[src/rtl/median_window_filter_defines.svh]
// assertion helpers used by mwf_ctrl
`ifndef MEDIAN_WINDOW_FILTER_DEFINES_SVH
`define MEDIAN_WINDOW_FILTER_DEFINES_SVH

// consequent checked in the same cycle
`define MWF_ASSERT_NOW(lbl, ante, cons, msg) \
	lbl: assert property (@(posedge clk) disable iff (!arst_n) (ante) |-> (cons)) \
		else $error(msg);

// consequent checked in the next cycle
`define MWF_ASSERT_NEXT(lbl, ante, cons, msg) \
	lbl: assert property (@(posedge clk) disable iff (!arst_n) (ante) |=> (cons)) \
		else $error(msg);

`endif

[src/rtl/mwf_pkg.sv]
package mwf_pkg;

	localparam int DEF_MAX_WIDTH  = 128;
	localparam int DEF_MAX_HEIGHT = 128;
	localparam int DEF_MAX_RADIUS = 3;

	localparam int COORD_W = 7;
	localparam int PIX_W   = 8;
	localparam int DIM_W   = 16;
	// window offsets up to 2*3
	localparam int OFF_W   = 4;

	localparam logic [1:0] REG_IMAGE_WIDTH   = 2'd0;
	localparam logic [1:0] REG_IMAGE_HEIGHT  = 2'd1;
	localparam logic [1:0] REG_WINDOW_RADIUS = 2'd2;

	localparam logic OP_WRITE = 1'b0;
	localparam logic OP_QUERY = 1'b1;

	typedef struct packed {
		logic             capture;
		logic             clear_sort;
		logic             rd_center;
		logic             rd_win;
		logic             load_out;
		logic             load_err;
		logic [OFF_W-1:0] di;
		logic [OFF_W-1:0] dj;
	} mwf_cmd_t;

	typedef struct packed {
		logic query_inside;
		logic dj_last;
		logic win_last;
		logic out_free;
	} mwf_stat_t;

endpackage

[src/rtl/mwf_ctrl.sv]
module mwf_ctrl
	import mwf_pkg::*;
(
	input  logic      clk,
	input  logic      arst_n,
	input  logic      s_tvalid,
	input  logic      operation,
	output logic      s_tready,
	input  mwf_stat_t stat,
	output mwf_cmd_t  cmd
);

	typedef enum logic [2:0] {
		ST_IDLE,
		ST_CENTER,
		ST_WALK,
		ST_DRAIN,
		ST_RESULT,
		ST_ERR
	} state_t;

	state_t           state_q;
	logic [OFF_W-1:0] di_q;
	logic [OFF_W-1:0] dj_q;

	assign s_tready = (state_q == ST_IDLE);

	always_comb begin
		cmd    = '0;
		cmd.di = di_q;
		cmd.dj = dj_q;
		case (state_q)
			ST_IDLE: begin
				cmd.capture    = s_tvalid;
				cmd.clear_sort = s_tvalid;
			end
			ST_CENTER: cmd.rd_center = 1'b1;
			ST_WALK:   cmd.rd_win = 1'b1;
			ST_RESULT: cmd.load_out = stat.out_free;
			ST_ERR: begin
				cmd.load_out = stat.out_free;
				cmd.load_err = 1'b1;
			end
			default: cmd = '0;
		endcase
	end

	always_ff @(posedge clk or negedge arst_n) begin
		if (!arst_n) begin
			state_q <= ST_IDLE;
			di_q    <= '0;
			dj_q    <= '0;
		end else begin
			case (state_q)
				ST_IDLE: begin
					di_q <= '0;
					dj_q <= '0;
					// writes finish in the transfer cycle itself
					if (s_tvalid && operation == OP_QUERY) begin
						state_q <= stat.query_inside ? ST_CENTER : ST_ERR;
					end
				end
				ST_CENTER: state_q <= ST_WALK;
				ST_WALK: begin
					if (stat.win_last) begin
						state_q <= ST_DRAIN;
					end else if (stat.dj_last) begin
						dj_q <= '0;
						di_q <= di_q + 1'b1;
					end else begin
						dj_q <= dj_q + 1'b1;
					end
				end
				ST_DRAIN: state_q <= ST_RESULT;
				ST_RESULT, ST_ERR: begin
					if (stat.out_free) state_q <= ST_IDLE;
				end
				default: state_q <= ST_IDLE;
			endcase
		end
	end

`include "median_window_filter_defines.svh"

	`MWF_ASSERT_NOW(a_load_free, cmd.load_out, stat.out_free, "result loaded over a pending one")
	`MWF_ASSERT_NEXT(a_center_walk, cmd.rd_center, cmd.rd_win, "window walk did not follow center read")
	`MWF_ASSERT_NEXT(a_query_start, s_tvalid && s_tready && operation == OP_QUERY && stat.query_inside, cmd.rd_center, "query in range did not start")

endmodule

[config.mk]
export PLATFORM = sky130hd
export DESIGN_NAME = mwf_ctrl
export DESIGN_NICKNAME = d
export VERILOG_FILES = /design/src/rtl/mwf_pkg.sv /design/src/rtl/mwf_ctrl.sv
export VERILOG_INCLUDE_DIRS = /design/src /design/src/rtl
export SDC_FILE = /design/constraint.sdc
export NUM_CORES = 1
export LEC_CHECK = 0
export ABC_AREA = 1
export BUFFER_PORTS_ARGS = -buffer_cell sky130_fd_sc_hd__buf_2
export CORE_AREA = 4 4 45 47
export CTS_CLUSTER_DIAMETER = 40
export DETAILED_ROUTE_END_ITERATION = 7
export DIE_AREA = 0 0 49 51
export PLACE_DENSITY = 0.7
export RECOVER_POWER = 25
export SLEW_MARGIN = 0
export SYNTH_ARGS = -nofsm -noshare
export SYNTH_HDL_FRONTEND = slang
export SYNTH_SLANG_ARGS = --single-unit
[constraint.sdc]
create_clock -name clk -period 1.2 [get_ports clk]
set_input_delay 0.36 -clock clk [delete_from_list [all_inputs] [get_ports clk]]
set_output_delay 0.36 -clock clk [all_outputs]
set_load 0.05 [all_outputs]
# Yosys cells after proc, flatten, opt, wreduce, memory -nomap -nowiden
# Index checks and enable logic that the tools add are counted.
# totals
register_bits	11
input_bits	8
out_inout_bits	15
word_cells	40
# classes
n_addsub	2
n_eq_ne	10
muxes	17
reduce_logical	8
# ops
cell	count
4-bit 2-to-1 mux	4
4-bit one-hot mux with 2 select lines	2
3-bit one-hot mux with 5 select lines	1
3-bit 2-to-1 mux	4
4-bit by 1-bit adder with 4-bit output (second input constant)	2
8-bit 2-to-1 mux	1
3-bit by 2-bit == test with 1-bit output (second input constant)	2
3-bit == test (second input constant)	2
2-bit inequality test (second input constant)	3
3-bit AND reduction	2
5-bit OR reduction	1
1-bit 2-to-1 mux	4
2-bit by 1-bit inequality test with 1-bit output (second input constant)	2
3-bit by 1-bit == test with 1-bit output (second input constant)	1
3-bit logical NOT	1
2-bit 2-to-1 mux	1
2-bit AND reduction	1
2-bit nonzero test	1
2-bit OR reduction	1
1-bit logical AND	1

# Longest topological paths before layout
# logic_depth
ltp_word	4
depth_mapped	7
ltp_nobuf	7

# Least setup slack after synthesis
# OpenSTA, ideal clock, no wires.
# synth_timing
kind	reg-to-output
from	reg state_q[2]
to	out cmd[9] (netlist name)
t_arrival_ps	1574
n_path_buf	0
t_required_ps	840
path_stages_with_launch	3
setup_slack_ps	-734
cell_sequence	dfrtp_1 inv_2 nor3_1
# synth_rtl
element	line_no	text
from (decl)	mwf_ctrl.sv:22	state_t state_q;
from (signal assigned)	mwf_ctrl.sv:60	state_q <= stat.query_inside ? ST_CENTER : ST_ERR;
to (decl)	mwf_ctrl.sv:10	output mwf_cmd_t cmd

==> impl_metrics.yaml <==
synth:
  yosys.area.top_type: "dfrtp_1"
  yosysSeqAreaShare_pct: 40.5
  synthesis.area_sq_um: 679
  syn_inst: 94
  synth_nets: 104
  ys_warn_count: 0
  synth_top_area_share_pct: 40.5
  synth.area.top_cells: "dfrtp_1 (41%), nand2_1 (9.4%), nand3_1 (8.8%), nor2_1 (8.3%), inv_1 (6.6%)"
  syn_avg_cell_area_sq_um: 7.23
  yosys_register_bits: 11
  ys_types: 19
global_route:
  antenna_found_initial: 0
  use_met3_pct: 4.66
  grt_overflow: 0
  grt_usage_pct: 20.4
  grtUsageMet2_pct: 38.0
  grt_pass1_vias: 872
  grt-busiest-layer: "met2"
  grt_start_max_net_pins: 12
  grt_use_met1_pct: 22.6
  grt_pass1_wl_um: 3880
clocking:
  cts_tree: "done"
  clk_latency_ns: 0.28
  htreeDepth: 1
  numCtsBuffers: 3
  clock_sink_count: 11
  ctsRootBufferMaster: "clkbuf_4"
  cts.reportedPaths.clkPinSlew_ns: 0.08
  clk_path_buf_depth: 2
final_layout:
  final_common_cell: "buf_4"
  final_cell_mix: "buf_4 (18), buf_6 (16), nor2_4 (14), nand2_1 (13), nand3_1 (11)"
  postLayoutCoreUtil_pct: 81.4
  multi_input_area_sq_um: 492
  fin_nets: 156
  seq_area_sq_um: 278
  num-fill-cells: 106
  drive_gt1_share_pct: 56.6
  syn2layout_area_growth_pct: 97.8
  antennaDiodeCount: 0
setup_path:
  start_kind: "register"
  crit_type: "reg2out"
  reg2reg_depth: 9
  endpoint_kind: "output pin"
  reg2reg_to: "dj_q[2]"
  rrSetupSlack_ns: -0.16
  cp.required_ns: 0.84
  worstPathArrival_ns: 1.37
  regToRegStartpoint: "state_q[2]"
  crit_path_max_fanout: 3
die:
  core_area_sq_mm: 0.00165
  fp.dieArea_sq_mm: 0.00250
  ios: 23
  fp.dieH_um: 51
  die_x_um: 49
  start_util_pct: 41.1
  rows: 15
pwr:
  p_leak_nw: 0.630
  power_density_mw_per_mm2: 2610
  ir_drop_mv: 2.01
  report.power.total_w: 0.00351
sta:
  clock-skew-final_ns: 0.00724
  worstMarginPinSlew_ns: 0.600
  slew_headroom_pct: 60.0
  fmax_mhz: 579
  drv_slew: 0
  finalCriticalPeriod_ns: 1.73
  fin_tns_setup_ns: -7.87
  hold_ws_ns: 0.371
  setup_viol: 25
  final-hold-violation-count: 0
  fin_crit_sh_pct: 144
  fin_ws_ns: -0.527
  rsz0062_at_grt: "true"
placement:
  port_buffers: 22
  dp_hpwl_um: 1500
  routabilityCongestion: 0.831
  pre_cts_slack_ns: -0.307
run_status:
  violations: "setup timing"
  status: "finished, violations left"
hold_path:
  worstHoldEndpoint: "dj_q[1]"
  hp-start: "stat[2]"
  hold_path_depth: 4
  holdCritPathClass: "in2reg"
route:
  avgViaCountPerCell: 5.17
  post_drt_wl_per_cell_um: 14.1
  antenna_left: 0
  vias: 838
  drc: 0
  drt-pass1-iter-count: 4
  routed_wl_um: 2280
  first_iter_violations: 15
job:
  maxCapViolCount: 0
[cells in the mapped netlist]
master,number
inv_1,12
o21ai_4,1
or2_2,1
ha_1,2
nor2_4,1
inv_2,4
a21oi_1,1
and3_2,1
nand4_1,2
o21ai_0,4
nand3_1,12
buf_4,1
dfrtp_1,11
o21ai_1,5
nor2_1,15
nand2_1,17
nand3_2,1
o21bai_1,1
nor3_1,2
[critical path, stage by stage (launching register included)]
cell,delay (ns)
dfrtp_2,0.43
nor2_4,0.16
buf_4,0.14
and3_4,0.21
buf_8,0.15
[flip-flops by register name (all words and copies together), names as in the netlist]
register / cells
di_q: 4
dj_q: 4
state_q: 3
[through the flow]
stage | std cells | area (sq um)
after floorplan | 94 | 807
after global placement | 150 | 1060
after detailed placement | 150 | 1060
after CTS | 160 | 1280
after global routing | 162 | 1340
final | 162 | 1340
[cell type report]
class,instances,area share (%)
multi-input combinational,66,36.6
timing repair buffer,48,33.8
sequential,11,20.7
inverter,16,5.40
clock buffer,4,1.96
tap,17,1.58
[routing by layer]
layer / share of wire, % / vias to the layer above
li1: - / 403
met1: 36 / 406
met2: 56 / 20
met3: 4.8 / 9
met4: 3.2 / 0
met5: 0 / -
[power breakdown]
part / internal, W / leakage [nW] / switching (W) / total, W
clock network: 0.000129 / 0.0150 / 0.000144 / 0.000273
registers: 0.000468 / 0.146 / 0.0000937 / 0.000562
logic: 0.00114 / 0.469 / 0.00153 / 0.00267
total: 0.00174 / 0.630 / 0.00177 / 0.00351
[worst max-delay path by stage]
stage	start	endpoint	slack [ns]	cells after the start
CTS	state_q[0]	cmd[0]	-0.47	5
floorplan	state_q[2]	cmd[13]	-0.31	3
global route	state_q[2]	cmd[12]	-0.56	4
global placement	state_q[0]	cmd[4]	-0.27	4
finish	state_q[2]	cmd[12]	-0.53	4
detailed placement	state_q[0]	cmd[7]	-0.31	4
[cell families after synthesis]
logic type	after synthesis	share of synthesized area, %
DFF	11	40.5
AOI/OAI and AO/OA	12	10.9
buffers and inverters	17	9.94
adders and majority gates	2	3.68
and+or+nand+nor	52	35.0
[what timing repair did]
action / in CTS / in global routing
setup endpoints to repair: 24 / 25
endpoints found under the hold margin: 11 / 0
pin swaps: 4 / 5
gates resized for setup: 41 / 16
setup buffers: 5 / 3
hold buffers: 1 / 0
No activity file was read; power rests on OpenSTA's default activity.
